## config.mk

```make
export PLATFORM = sky130hd
export DESIGN_NAME = priority_port_share_arbiter_core
export DESIGN_NICKNAME = d
export VERILOG_FILES = /design/src/ppsa_pkg.sv /design/src/ppsa_slot_store.sv /design/src/priority_port_share_arbiter_core.sv
export SDC_FILE = /design/constraint.sdc
export NUM_CORES = 1
export LEC_CHECK = 0
export BUFFER_PORTS_ARGS = -buffer_cell sky130_fd_sc_hd__buf_2
export CAP_MARGIN = 15
export CORE_MARGIN = 2
export CORE_UTILIZATION = 45
export CTS_CLUSTER_SIZE = 8
export DETAILED_ROUTE_END_ITERATION = 16
export PLACE_DENSITY = 0.57
export SKIP_LAST_GASP = 1
export SYNTH_ARGS = -nofsm -noshare
export SYNTH_HDL_FRONTEND = slang
export SYNTH_HIERARCHICAL = 1
export SYNTH_SLANG_ARGS = --single-unit
```

## constraint.sdc

```tcl
create_clock -name clk -period 8.85 [get_ports clk]
set_clock_uncertainty 0.15 [all_clocks]
set_input_delay 0.4425 -clock clk [delete_from_list [all_inputs] [get_ports clk]]
set_output_delay 0.4425 -clock clk [all_outputs]
set_load 0.02 [all_outputs]
```

## src/ppsa_pkg.sv

```systemverilog
// Shared types and constants for the priority port share arbiter.
// No dependencies; imported by the slot store and the top level.
package ppsa_pkg;

    localparam int SLOTS         = 16;
    localparam int SETTINGS_BITS = 32;
    localparam int IDX_W         = $clog2(SLOTS);
    localparam int CNT_W         = $clog2(SLOTS + 1);
    localparam int ID_W          = 22;
    localparam int SLOT_W        = 4;
    localparam int CFG_W         = 32;
    localparam int HC_W          = 5;

    typedef enum logic [1:0] {
        ACT_OPEN       = 2'd0,
        ACT_CLOSE      = 2'd1,
        ACT_CHANGE     = 2'd2,
        ACT_DISCONNECT = 2'd3
    } action_t;

    typedef enum logic [1:0] {
        ST_DONE       = 2'd0,
        ST_FULL       = 2'd1,
        ST_UNKNOWN_ID = 2'd2,
        ST_INACTIVE   = 2'd3
    } status_t;

    // Write request into the per-slot owner and saved-settings memories.
    typedef struct packed {
        logic                     owner_we;
        logic                     saved_we;
        logic [IDX_W-1:0]         waddr;
        logic [ID_W-1:0]          owner_data;
        logic [SETTINGS_BITS-1:0] saved_data;
    } store_wr_t;

endpackage

```

## src/ppsa_slot_store.sv

```systemverilog
// Per-slot owner id and saved settings memories, one write and one
// registered read each. Depends on ppsa_pkg.
module ppsa_slot_store
    import ppsa_pkg::*;
(
    input  logic                     clk,
    input  store_wr_t                wr,
    input  logic [IDX_W-1:0]         owner_raddr,
    input  logic [IDX_W-1:0]         saved_raddr,
    output logic [ID_W-1:0]          owner_q,
    output logic [SETTINGS_BITS-1:0] saved_q
);

    logic [ID_W-1:0]          owner_mem [SLOTS];
    logic [SETTINGS_BITS-1:0] saved_mem [SLOTS];

    always_ff @(posedge clk)
    begin
        if (wr.owner_we)
        begin
            owner_mem[wr.waddr] <= wr.owner_data;
        end
        owner_q <= owner_mem[owner_raddr];
    end

    always_ff @(posedge clk)
    begin
        if (wr.saved_we)
        begin
            saved_mem[wr.waddr] <= wr.saved_data;
        end
        saved_q <= saved_mem[saved_raddr];
    end

endmodule

```

## src/priority_port_share_arbiter_core.sv

```systemverilog
// Top level of the priority port share arbiter: sequencer, slot flags and
// result registers. Depends on ppsa_pkg and ppsa_slot_store.
//
//  channel   | signals                                       | handshake
//  ----------+-----------------------------------------------+----------------------
//  command   | action high_priority client_id slot_index     | start & !busy
//            | req_settings                                  |
//  result    | status slot_used port_written port_settings   | done, one cycle
//            | client_paused high_count                      |
//  config    | cfg_data (boot settings word)                 | cfg_valid & cfg_ready
//
// One item is worked at a time by a slot scan counter that steps one slot per
// cycle. Close by id and a disconnect of the last high client cost the most;
// the owner memory read port sets the id search pace.
// Reset clears slot flags, the high count and the port settings (to zero);
// the owner and saved memories are not cleared.
// The receiver cannot stall: done pulses for one cycle and busy drops with it,
// so the next item may be accepted while a result is on the ports.
module priority_port_share_arbiter_core
    import ppsa_pkg::*;
(
    input  logic                 clk,
    input  logic                 rst_n,
    // command
    input  logic                 start,
    output logic                 busy,
    input  logic [1:0]           action,
    input  logic                 high_priority,
    input  logic [ID_W-1:0]      client_id,
    input  logic [SLOT_W-1:0]    slot_index,
    input  logic [CFG_W-1:0]     req_settings,
    // result
    output logic                 done,
    output logic [1:0]           status,
    output logic [SLOT_W-1:0]    slot_used,
    output logic                 port_written,
    output logic [CFG_W-1:0]     port_settings,
    output logic                 client_paused,
    output logic [HC_W-1:0]      high_count,
    // configuration
    input  logic                 cfg_valid,
    output logic                 cfg_ready,
    input  logic [CFG_W-1:0]     cfg_data
);

    typedef enum logic [3:0] {
        S_IDLE,
        S_DECODE,
        S_FIND_FREE,
        S_FIND_ID,
        S_SWEEP,
        S_LAST_LOW,
        S_RESTORE_RD,
        S_RESTORE,
        S_REPORT
    } state_t;

    // sequencer and latched item
    state_t                   state_reg,       state_next;
    logic [CNT_W-1:0]         cnt_reg,         cnt_next;
    logic [1:0]               act_reg,         act_next;
    logic                     hi_reg,          hi_next;
    logic [ID_W-1:0]          id_reg,          id_next;
    logic [SLOT_W-1:0]        sidx_reg,        sidx_next;
    logic [SETTINGS_BITS-1:0] nset_reg,        nset_next;
    logic [SLOT_W-1:0]        slot_reg,        slot_next;
    status_t                  wstat_reg,       wstat_next;
    logic                     written_reg,     written_next;
    logic [IDX_W-1:0]         last_reg,        last_next;
    logic                     last_found_reg,  last_found_next;
    logic                     probe_vld_reg,   probe_vld_next;
    logic [IDX_W-1:0]         probe_idx_reg,   probe_idx_next;
    // slot flags and shared state
    logic [SLOTS-1:0]         active_reg,      active_next;
    logic [SLOTS-1:0]         paused_reg,      paused_next;
    logic [SLOTS-1:0]         is_high_reg,     is_high_next;
    logic [CNT_W-1:0]         ahigh_reg,       ahigh_next;
    logic [SETTINGS_BITS-1:0] applied_reg,     applied_next;
    // result registers
    logic                     done_reg,        done_next;
    status_t                  ostat_reg,       ostat_next;
    logic [SLOT_W-1:0]        oslot_reg,       oslot_next;
    logic                     owritten_reg,    owritten_next;
    logic [CFG_W-1:0]         oset_reg,        oset_next;
    logic                     opaused_reg,     opaused_next;
    logic [HC_W-1:0]          ohc_reg,         ohc_next;

    // memory side
    store_wr_t                store_wr;
    logic [ID_W-1:0]          owner_q;
    logic [SETTINGS_BITS-1:0] saved_q;

    // helpers
    logic [IDX_W-1:0]         cidx;
    logic                     cnt_live;
    logic [IDX_W-1:0]         tgt;
    logic                     sidx_ok;
    logic                     id_match;
    logic                     drop_go;
    logic [IDX_W-1:0]         drop_idx;
    logic [CNT_W-1:0]         ahigh_dec;
    logic [SLOTS-1:0]         low_mask;

    assign cidx     = cnt_reg[IDX_W-1:0];
    assign cnt_live = (cnt_reg < CNT_W'(SLOTS));
    assign tgt      = IDX_W'(slot_reg);
    assign sidx_ok  = (32'(sidx_reg) < SLOTS);
    assign id_match = probe_vld_reg && active_reg[probe_idx_reg] && (owner_q == id_reg);
    assign low_mask = active_reg & ~is_high_reg;

    ppsa_slot_store u_store (
        .clk         (clk),
        .wr          (store_wr),
        .owner_raddr (cidx),
        .saved_raddr (last_reg),
        .owner_q     (owner_q),
        .saved_q     (saved_q)
    );

    always_comb
    begin
        state_next      = state_reg;
        cnt_next        = cnt_reg;
        act_next        = act_reg;
        hi_next         = hi_reg;
        id_next         = id_reg;
        sidx_next       = sidx_reg;
        nset_next       = nset_reg;
        slot_next       = slot_reg;
        wstat_next      = wstat_reg;
        written_next    = written_reg;
        last_next       = last_reg;
        last_found_next = last_found_reg;
        probe_vld_next  = 1'b0;
        probe_idx_next  = cidx;
        active_next     = active_reg;
        paused_next     = paused_reg;
        is_high_next    = is_high_reg;
        ahigh_next      = ahigh_reg;
        applied_next    = applied_reg;
        done_next       = 1'b0;
        ostat_next      = ostat_reg;
        oslot_next      = oslot_reg;
        owritten_next   = owritten_reg;
        oset_next       = oset_reg;
        opaused_next    = opaused_reg;
        ohc_next        = ohc_reg;
        store_wr        = '0;
        drop_go         = 1'b0;
        drop_idx        = tgt;
        ahigh_dec       = '0;

        case (state_reg)
            S_IDLE:
            begin
                // boot settings load straight into the applied word
                if (cfg_valid)
                begin
                    applied_next = SETTINGS_BITS'(cfg_data);
                end
                if (start)
                begin
                    act_next     = action;
                    hi_next      = high_priority;
                    id_next      = client_id;
                    sidx_next    = slot_index;
                    nset_next    = SETTINGS_BITS'(req_settings);
                    slot_next    = '0;
                    wstat_next   = ST_DONE;
                    written_next = 1'b0;
                    state_next   = S_DECODE;
                end
            end

            S_DECODE:
            begin
                cnt_next = '0;
                case (action_t'(act_reg))
                    ACT_OPEN:
                    begin
                        state_next = S_FIND_FREE;
                    end
                    ACT_CLOSE:
                    begin
                        state_next = S_FIND_ID;
                    end
                    default:
                    begin
                        slot_next = sidx_reg;
                        if (!sidx_ok || !active_reg[IDX_W'(sidx_reg)])
                        begin
                            wstat_next = ST_INACTIVE;
                            state_next = S_REPORT;
                        end
                        else if (action_t'(act_reg) == ACT_DISCONNECT)
                        begin
                            drop_go  = 1'b1;
                            drop_idx = IDX_W'(sidx_reg);
                        end
                        else if (is_high_reg[IDX_W'(sidx_reg)])
                        begin
                            // high client: apply now, then copy into low clients
                            applied_next = nset_reg;
                            written_next = 1'b1;
                            state_next   = S_SWEEP;
                        end
                        else
                        begin
                            store_wr.saved_we   = 1'b1;
                            store_wr.waddr      = IDX_W'(sidx_reg);
                            store_wr.saved_data = nset_reg;
                            if (!paused_reg[IDX_W'(sidx_reg)])
                            begin
                                applied_next = nset_reg;
                                written_next = 1'b1;
                            end
                            state_next = S_REPORT;
                        end
                    end
                endcase
            end

            S_FIND_FREE:
            begin
                if (!cnt_live)
                begin
                    wstat_next = ST_FULL;
                    slot_next  = '0;
                    state_next = S_REPORT;
                end
                else if (!active_reg[cidx])
                begin
                    slot_next            = SLOT_W'(cidx);
                    active_next[cidx]    = 1'b1;
                    is_high_next[cidx]   = hi_reg;
                    store_wr.owner_we    = 1'b1;
                    store_wr.saved_we    = 1'b1;
                    store_wr.waddr       = cidx;
                    store_wr.owner_data  = id_reg;
                    store_wr.saved_data  = applied_reg;
                    if (hi_reg)
                    begin
                        ahigh_next        = ahigh_reg + 1'b1;
                        paused_next       = paused_reg | low_mask;
                        paused_next[cidx] = 1'b0;
                    end
                    else
                    begin
                        paused_next[cidx] = (ahigh_reg != '0);
                    end
                    state_next = S_REPORT;
                end
                else
                begin
                    cnt_next = cnt_reg + 1'b1;
                end
            end

            S_FIND_ID:
            begin
                // read one owner per cycle, compare it the cycle after
                if (id_match)
                begin
                    slot_next = SLOT_W'(probe_idx_reg);
                    drop_go   = 1'b1;
                    drop_idx  = probe_idx_reg;
                end
                else if (!cnt_live && !probe_vld_reg)
                begin
                    wstat_next = ST_UNKNOWN_ID;
                    slot_next  = '0;
                    state_next = S_REPORT;
                end
                else if (cnt_live)
                begin
                    probe_vld_next = 1'b1;
                    cnt_next       = cnt_reg + 1'b1;
                end
            end

            S_SWEEP:
            begin
                if (cnt_live)
                begin
                    if (low_mask[cidx])
                    begin
                        store_wr.saved_we   = 1'b1;
                        store_wr.waddr      = cidx;
                        store_wr.saved_data = nset_reg;
                    end
                    cnt_next = cnt_reg + 1'b1;
                end
                else
                begin
                    state_next = S_REPORT;
                end
            end

            S_LAST_LOW:
            begin
                if (cnt_live)
                begin
                    if (low_mask[cidx])
                    begin
                        last_next       = cidx;
                        last_found_next = 1'b1;
                    end
                    cnt_next = cnt_reg + 1'b1;
                end
                else
                begin
                    // all low clients resume
                    paused_next = paused_reg & ~low_mask;
                    state_next  = last_found_reg ? S_RESTORE_RD : S_REPORT;
                end
            end

            S_RESTORE_RD:
            begin
                state_next = S_RESTORE;
            end

            S_RESTORE:
            begin
                applied_next = saved_q;
                written_next = 1'b1;
                state_next   = S_REPORT;
            end

            S_REPORT:
            begin
                done_next     = 1'b1;
                ostat_next    = wstat_reg;
                oslot_next    = slot_reg;
                owritten_next = written_reg;
                oset_next     = CFG_W'(applied_reg);
                opaused_next  = (wstat_reg == ST_DONE) && paused_reg[tgt];
                ohc_next      = HC_W'(ahigh_reg);
                state_next    = S_IDLE;
            end

            default:
            begin
                state_next = S_IDLE;
            end
        endcase

        // drop a client; the last high one leaving starts the restore scan
        if (drop_go)
        begin
            active_next[drop_idx] = 1'b0;
            paused_next[drop_idx] = 1'b0;
            state_next            = S_REPORT;
            if (is_high_reg[drop_idx])
            begin
                ahigh_dec  = (ahigh_reg != '0) ? (ahigh_reg - 1'b1) : '0;
                ahigh_next = ahigh_dec;
                if (ahigh_dec == '0)
                begin
                    cnt_next        = '0;
                    last_found_next = 1'b0;
                    state_next      = S_LAST_LOW;
                end
            end
        end
    end

    always_ff @(posedge clk or negedge rst_n)
    begin
        if (!rst_n)
        begin
            state_reg      <= S_IDLE;
            cnt_reg        <= '0;
            act_reg        <= '0;
            hi_reg         <= 1'b0;
            id_reg         <= '0;
            sidx_reg       <= '0;
            nset_reg       <= '0;
            slot_reg       <= '0;
            wstat_reg      <= ST_DONE;
            written_reg    <= 1'b0;
            last_reg       <= '0;
            last_found_reg <= 1'b0;
            probe_vld_reg  <= 1'b0;
            probe_idx_reg  <= '0;
            active_reg     <= '0;
            paused_reg     <= '0;
            is_high_reg    <= '0;
            ahigh_reg      <= '0;
            applied_reg    <= '0;
            done_reg       <= 1'b0;
            ostat_reg      <= ST_DONE;
            oslot_reg      <= '0;
            owritten_reg   <= 1'b0;
            oset_reg       <= '0;
            opaused_reg    <= 1'b0;
            ohc_reg        <= '0;
        end
        else
        begin
            state_reg      <= state_next;
            cnt_reg        <= cnt_next;
            act_reg        <= act_next;
            hi_reg         <= hi_next;
            id_reg         <= id_next;
            sidx_reg       <= sidx_next;
            nset_reg       <= nset_next;
            slot_reg       <= slot_next;
            wstat_reg      <= wstat_next;
            written_reg    <= written_next;
            last_reg       <= last_next;
            last_found_reg <= last_found_next;
            probe_vld_reg  <= probe_vld_next;
            probe_idx_reg  <= probe_idx_next;
            active_reg     <= active_next;
            paused_reg     <= paused_next;
            is_high_reg    <= is_high_next;
            ahigh_reg      <= ahigh_next;
            applied_reg    <= applied_next;
            done_reg       <= done_next;
            ostat_reg      <= ostat_next;
            oslot_reg      <= oslot_next;
            owritten_reg   <= owritten_next;
            oset_reg       <= oset_next;
            opaused_reg    <= opaused_next;
            ohc_reg        <= ohc_next;
        end
    end

    // Hold config off while an item is in flight.
    assign cfg_ready     = (state_reg == S_IDLE);
    assign busy          = (state_reg != S_IDLE);
    assign done          = done_reg;
    assign status        = ostat_reg;
    assign slot_used     = oslot_reg;
    assign port_written  = owritten_reg;
    assign port_settings = oset_reg;
    assign client_paused = opaused_reg;
    assign high_count    = ohc_reg;

    // A result only ever comes out of the report step.
    a_done_from_report: assert property (@(posedge clk) disable iff (!rst_n)
        done_reg |-> $past(state_reg == S_REPORT))
        else $error("done without a report step");

    // Only active slots may be paused.
    a_paused_active: assert property (@(posedge clk) disable iff (!rst_n)
        (paused_reg & ~active_reg) == '0)
        else $error("inactive slot marked paused");

    // The high count never exceeds the number of active slots.
    a_high_bound: assert property (@(posedge clk) disable iff (!rst_n)
        32'(ahigh_reg) <= $countones(active_reg))
        else $error("high count exceeds active slots");

    // An accepted item keeps the block busy on the next cycle.
    a_accept_busy: assert property (@(posedge clk) disable iff (!rst_n)
        (start && !busy) |=> busy)
        else $error("item accepted but block not busy");

endmodule
```

# [Yosys cells after proc, flatten, opt, wreduce, memory -nomap -nowiden]
# Memory sizes are Yosys's and may differ from the RTL's. A register that Yosys moved wholly into a read port is not among the register bits.
# Cells that the tools add are included.
[op_classes] shift=0 n_eq_ne=30 mux=135 magnitude_cmp=8 n_reduce_logical=26 add_sub_neg=3 multipliers=0 div=0 bitwise_logic=12
[ops] cell="$mux W32" count=12
[ops] cell="$pmux W32 S3" count=2
[ops] cell="$mux W16" count=9
[ops] cell="$mux W60" count=2
[ops] cell="$mux W5" count=21
[ops] cell="$mux W4" count=24
[ops] cell="$and A16 B16 Y16" count=5
[ops] cell="$not A16 Y16" count=4
[ops] cell="$mux W1" count=36
[ops] cell="$bmux W1 S4" count=8
[ops] cell="$bwmux W16" count=2
[ops] cell="$or A16 B16 Y16" count=2
[ops] cell="$pmux W16 S2" count=1
[ops] cell="$pmux W4 S8" count=1
[ops] cell="$lt A4 B5 Y1 const B" count=5
[ops] cell="$eq A22 B22 Y1" count=1
[ops] cell="$mux W22" count=1
[ops] cell="$ne A3 B3 Y1 const B" count=7
[ops] cell="$pmux W5 S4" count=1
[ops] cell="$ne A2 B2 Y1 const B" count=9
[ops] cell="$eq A4 B3 Y1 const B" count=4
[ops] cell="$pmux W4 S2" count=2
[ops] cell="$pmux W4 S4" count=1
[ops] cell="$pmux W5 S3" count=1
[ops] cell="other kinds (32)" count=53
[totals] rom_bits=0 ram_bits=864 reg_bits=218 out_inout_bits=48 latchBits=0 elab_cells=242 n_memories=2 in_bits=97
[memory_table] memory="u_store.saved_mem" depth=16 width=32 read_ports=1 rd_ports_with_merged_regs=1 wr=1 line="ppsa_slot_store.sv:15" source="logic [SETTINGS_BITS-1:0] saved_mem [SLOTS];"
[memory_table] memory="u_store.owner_mem" depth=16 width=22 read_ports=1 rd_ports_with_merged_regs=1 wr=1 line="ppsa_slot_store.sv:14" source="logic [ID_W-1:0] owner_mem [SLOTS];"

# [Logic depth before layout (Yosys ltp)]
[depth] word_depth=13 depth_mapped=14 mapped_depth_nobuf=13

# [Cells and area by module]
# The synthesis kept the hierarchy.
[by_module_without_submodules] mod="ppsa_slot_store" cells_per_inst=1423 seq_area_each_um2=27025.9 n_inst=1 area_per_inst_um2=33529.7
[by_module_without_submodules] mod="priority_port_share_arbiter_core" cells_per_inst=1158 seq_area_each_um2=5455.2 n_inst=1 area_per_inst_um2=12027.8

# [Worst setup path before layout]
# No wires, ideal clock.
[synth_timing] path_kind="register to register" startpoint="register cnt_reg[0]" endpoint="memory u_store.saved_mem[8][0], enable pin" path_buffers=2 synth_period_minus_slack_ns=4.902 setup_ns=0.421 stages_incl_launch_ff=13 required_ns=8.279 setup_slack_ns=3.948 arrival_time_ns=4.331 cell_sequence="dfrtp_1 buf_1 mux4_2 mux4_2 nor2_1 buf_2 nand2_1 nand2_1 nand2_1 o31ai_1 nor2b_1 nand2_1 nor2_1"
[synth_rtl] item="start: declaration" line="priority_port_share_arbiter_core.sv:60" source="logic [CNT_W-1:0] cnt_reg, cnt_next;"
[synth_rtl] item="start signal: assignment" line="priority_port_share_arbiter_core.sv:402" source="cnt_reg <= cnt_next;"
[synth_rtl] item="end: declaration" line="ppsa_slot_store.sv:15"

==> results.md <==
- Status: finished clean
- Global-route wire length before repair: 178000 um
- Clock Pin Slew Worst Setup and Hold Paths: 0.05 ns
- Vias in the first global route: 26900
- Crit path required time: 9.12 ns
- Combinational share of power: 21.8%
- Commonest cells after routing, fill and taps aside: edfxtp_1, mux4_2, dfrtp_1
- Reg-to-reg endpoint: u_store/saved_mem[3][12]$_DFFE_PP_
- Root buf cell: clkbuf_16
- Mapped Area: 0.0456 mm^2
- GRT Total Usage: 23.6%
- RePlAce Congestion: 0.887
- Achievable Freq: 169 MHz
- Vias per inst: 5.91
- Slew headroom: 24.0%
- P&R area growth vs syn: 17.9%
- Starting DRT DRC Count: 2471
- Sink Count: 1136
- Pin count of the biggest net entering global routing: 141
- Slew @ Worst Pin: 1.13 ns
- Share of cells above drive strength 1: 27.0%
- Worst setup path end: u_store/saved_mem[3][12]$_DFFE_PP_
- Initial antenna violation count: 2
- DR pass1 iterations: 8
- Full die area: 0.104 mm^2
- GRT overflow: 0
- Leak: 18.6 nW
- Syn Area/Cell: 17.7 um^2
- Worst Setup SP: cnt_reg[1]$_DFF_PN0_
- Port-buffer cells: 144
- Routed vias: 25800
- FF/Latch Area: 0.0325 mm^2
- Min Tclk post-route: 5.93 ns
- # Post-CTS Setup Buffers: 0
- Chip height: 322 um
- Row cnt: 116
- Chip width: 322 um
- DP Wirelength: 72100 um
- Largest family of logic cells by synthesized area: multiplexers
- Biggest regs: u_store/saved_mem: 512 flops, u_store/owner_mem: 352 flops
- Multiplexer share of the synthesized area: 15.6%
- Synth cell types: 65
- Critical path class: register to register
- Net Sw Frac: 30.3%
- Total negative slack: 0 ns
- Wire length per cell: 27.7 um
- Seq/Total Area, Yosys: 71.3%
- Post-Synth Simple-Gate Area: 4.15%
- Clock power share: 34.9%
- Crit Path Max Fanout: 50
- RSZ-0062 raised after global routing: no
- Crit path capture type: register
- Finished Layout Cells: 4372
- Setup slack, reg-to-reg: 2.92 ns
- Cells after synthesis: 2581
- # IOs: 145
- Max Cap Viol: 0
- Largest register FFs: 512
- CP Data Arrival Time: 6.19 ns
- Final Util: 53.5%
- Setup violators final: 0
- Final WL: 121000 um
- Initial Utilization: 45.4%
- Final WS setup: 2.92 ns
- Hold buffer count at cts: 94
- Sequential fraction of design power: 43.3%
- Final Cycle Share: 67.0%
- Class of the worst hold path: input port to async pin
- Layout fillers: 7940
- Dpl ws: 2.99 ns
- Internal power: 11.4 mW
- Compound-Gate Fraction of Synth Area: 6.46%
- Overall power: 16.3 mW
- Yosys warning total: 6
- Post-synthesis register bit count: 1136
- Ys async rst share: 19.2%
- Synth Flop Type: edfxtp_1
- P per Cell Area: 303 mW/mm^2
- Max Slew Vio Count: 0
- # nets final: 2983
- Final ANT Viol Nets: 0
- Placed insts: 3978
- Sw Pwr: 4.93 mW
- CTS tree: yes
- Area occupied by multi-input gates: 0.0125 mm^2
- Worst reg2reg path depth: 10
- DRC: 0
- Synth Area in XOR/XNOR: 0.500%
- Reg2reg start: cnt_reg[1]$_DFF_PN0_
- Crit path launch type: register
- Biggest register: u_store/saved_mem
- H-tree depth: 4
- Post-synth EDFFs: 864
- CTS Buf Count: 160
- Most common cell after layout, fill and taps aside: edfxtp_1
- Resized Gates After CTS: 0
- Peak VDD IR: 0.000173 V
- Total core area: 0.100 mm^2
- Post-Synth Adder-Cell Area: 0.247%
- Clock Path Buffers: 3
- Final Hold Fails: 0
- Worst-skew pair later-pin latency: 0.76 ns
- Syn nets: 2687
## synth_stat cells, drive strengths merged, types with 3 or more instances
cell type / n / share of area (%)
ha: 9 / 0.25
nand3: 37 / 0.41
o21ai: 64 / 0.70
nor4: 4 / 0.055
inv: 20 / 0.16
nand2: 144 / 1.2
a21boi: 4 / 0.066
and3: 38 / 0.52
a211oi: 26 / 0.43
xor2: 8 / 0.15
mux4: 243 / 12
mux2i: 14 / 0.31
buf: 51 / 0.69
a222oi: 4 / 0.088
a2bb2oi: 3 / 0.058
o211ai: 4 / 0.066
nand4: 10 / 0.14
a21oi: 99 / 1.1
o31ai: 3 / 0.049
and2: 15 / 0.21
dfxtp: 54 / 2.4
o21a: 4 / 0.066
a22o: 66 / 1.3
a31oi: 25 / 0.34
dfrtp: 218 / 12
xnor2: 18 / 0.35
or2: 4 / 0.055
nor3: 12 / 0.13
nor2: 94 / 0.77
edfxtp: 864 / 57
nand2b: 7 / 0.096
mux2: 131 / 3.2
nor2b: 29 / 0.40
clkbuf: 111 / 0.91
a22oi: 114 / 1.9
## area by class of cell
type,count,share of cell area [%]
Sequential cell,1136,60.5
Antenna cell,1,0.00466
Tap cell,1357,3.16
Multi-Input combinational cell,1262,23.3
Clock buffer,282,8.31
Clock inverter,17,0.489
Timing Repair Buffer,296,4.06
Inverter,21,0.147
## how the worst min path moves through the flow
stage,start,to,slack [ns],depth (start not counted)
after floorplan,rst_n,act_reg[0]$_DFFE_PN0P_,-0.003,0
after global placement,applied_reg[19]$_DFFE_PN0P_,applied_reg[19]$_DFFE_PN0P_,0.33,2
after detailed placement,rst_n,id_reg[2]$_DFFE_PN0P_,0.34,1
after CTS,rst_n,applied_reg[31]$_DFFE_PN0P_,0.12,2
after global routing,rst_n,applied_reg[31]$_DFFE_PN0P_,0.16,2
final,rst_n,applied_reg[31]$_DFFE_PN0P_,0.13,2
## critical path, stage by stage, from the launching register on
cell and delay, ns:
dfrtp_4 0.95, clkinv_1 0.53, mux4_2 0.57, nor2_1 0.10, a21oi_1 0.07, a211oi_1 0.61
nand3_1 0.35, o21ai_0 0.44, nand2_1 0.49, nor2_4 0.91, buf_4 0.40
## kinds of logic (layout without fill, tap and decap cells)
group / count (synthesis) / count (layout)
flops: 1136 / 1136
compound gates: 435 / 435
simple gates: 404 / 404
mux: 388 / 388
buf+inv: 183 / 616
xor+xnor: 26 / 26
fa+ha+maj: 9 / 9
other cells: 0 / 1
## routing by layer
layer	global-route usage, %	part of all wire (%)	routed length, um	vias up
met2	39.3	50	60700	961
met5	0	0	0	-
li1	-	-	-	11000
met3	4.03	5.7	6840	197
met1	32.0	42	50500	13700
met4	7.40	2.3	2840	0
## stage by stage
step / area [um^2] / hold WS, ns
after detailed placement: 48000 / 0.341
after floorplan: 45600 / -0.00309
final: 53700 / 0.135
after global placement: 47900 / 0.334
after CTS: 53700 / 0.121
after global routing: 53700 / 0.165
## power groups by stage
stage	sequential (mW)	combinational (mW)	clock (mW)
after global routing	7.13	3.84	6.05
after CTS	7.06	3.59	5.80
after floorplan	6.92	2.50	0
final	7.06	3.55	5.68
after detailed placement	7.15	3.54	0
after global placement	7.13	3.47	0
Power figures use the tool's default switching activity.
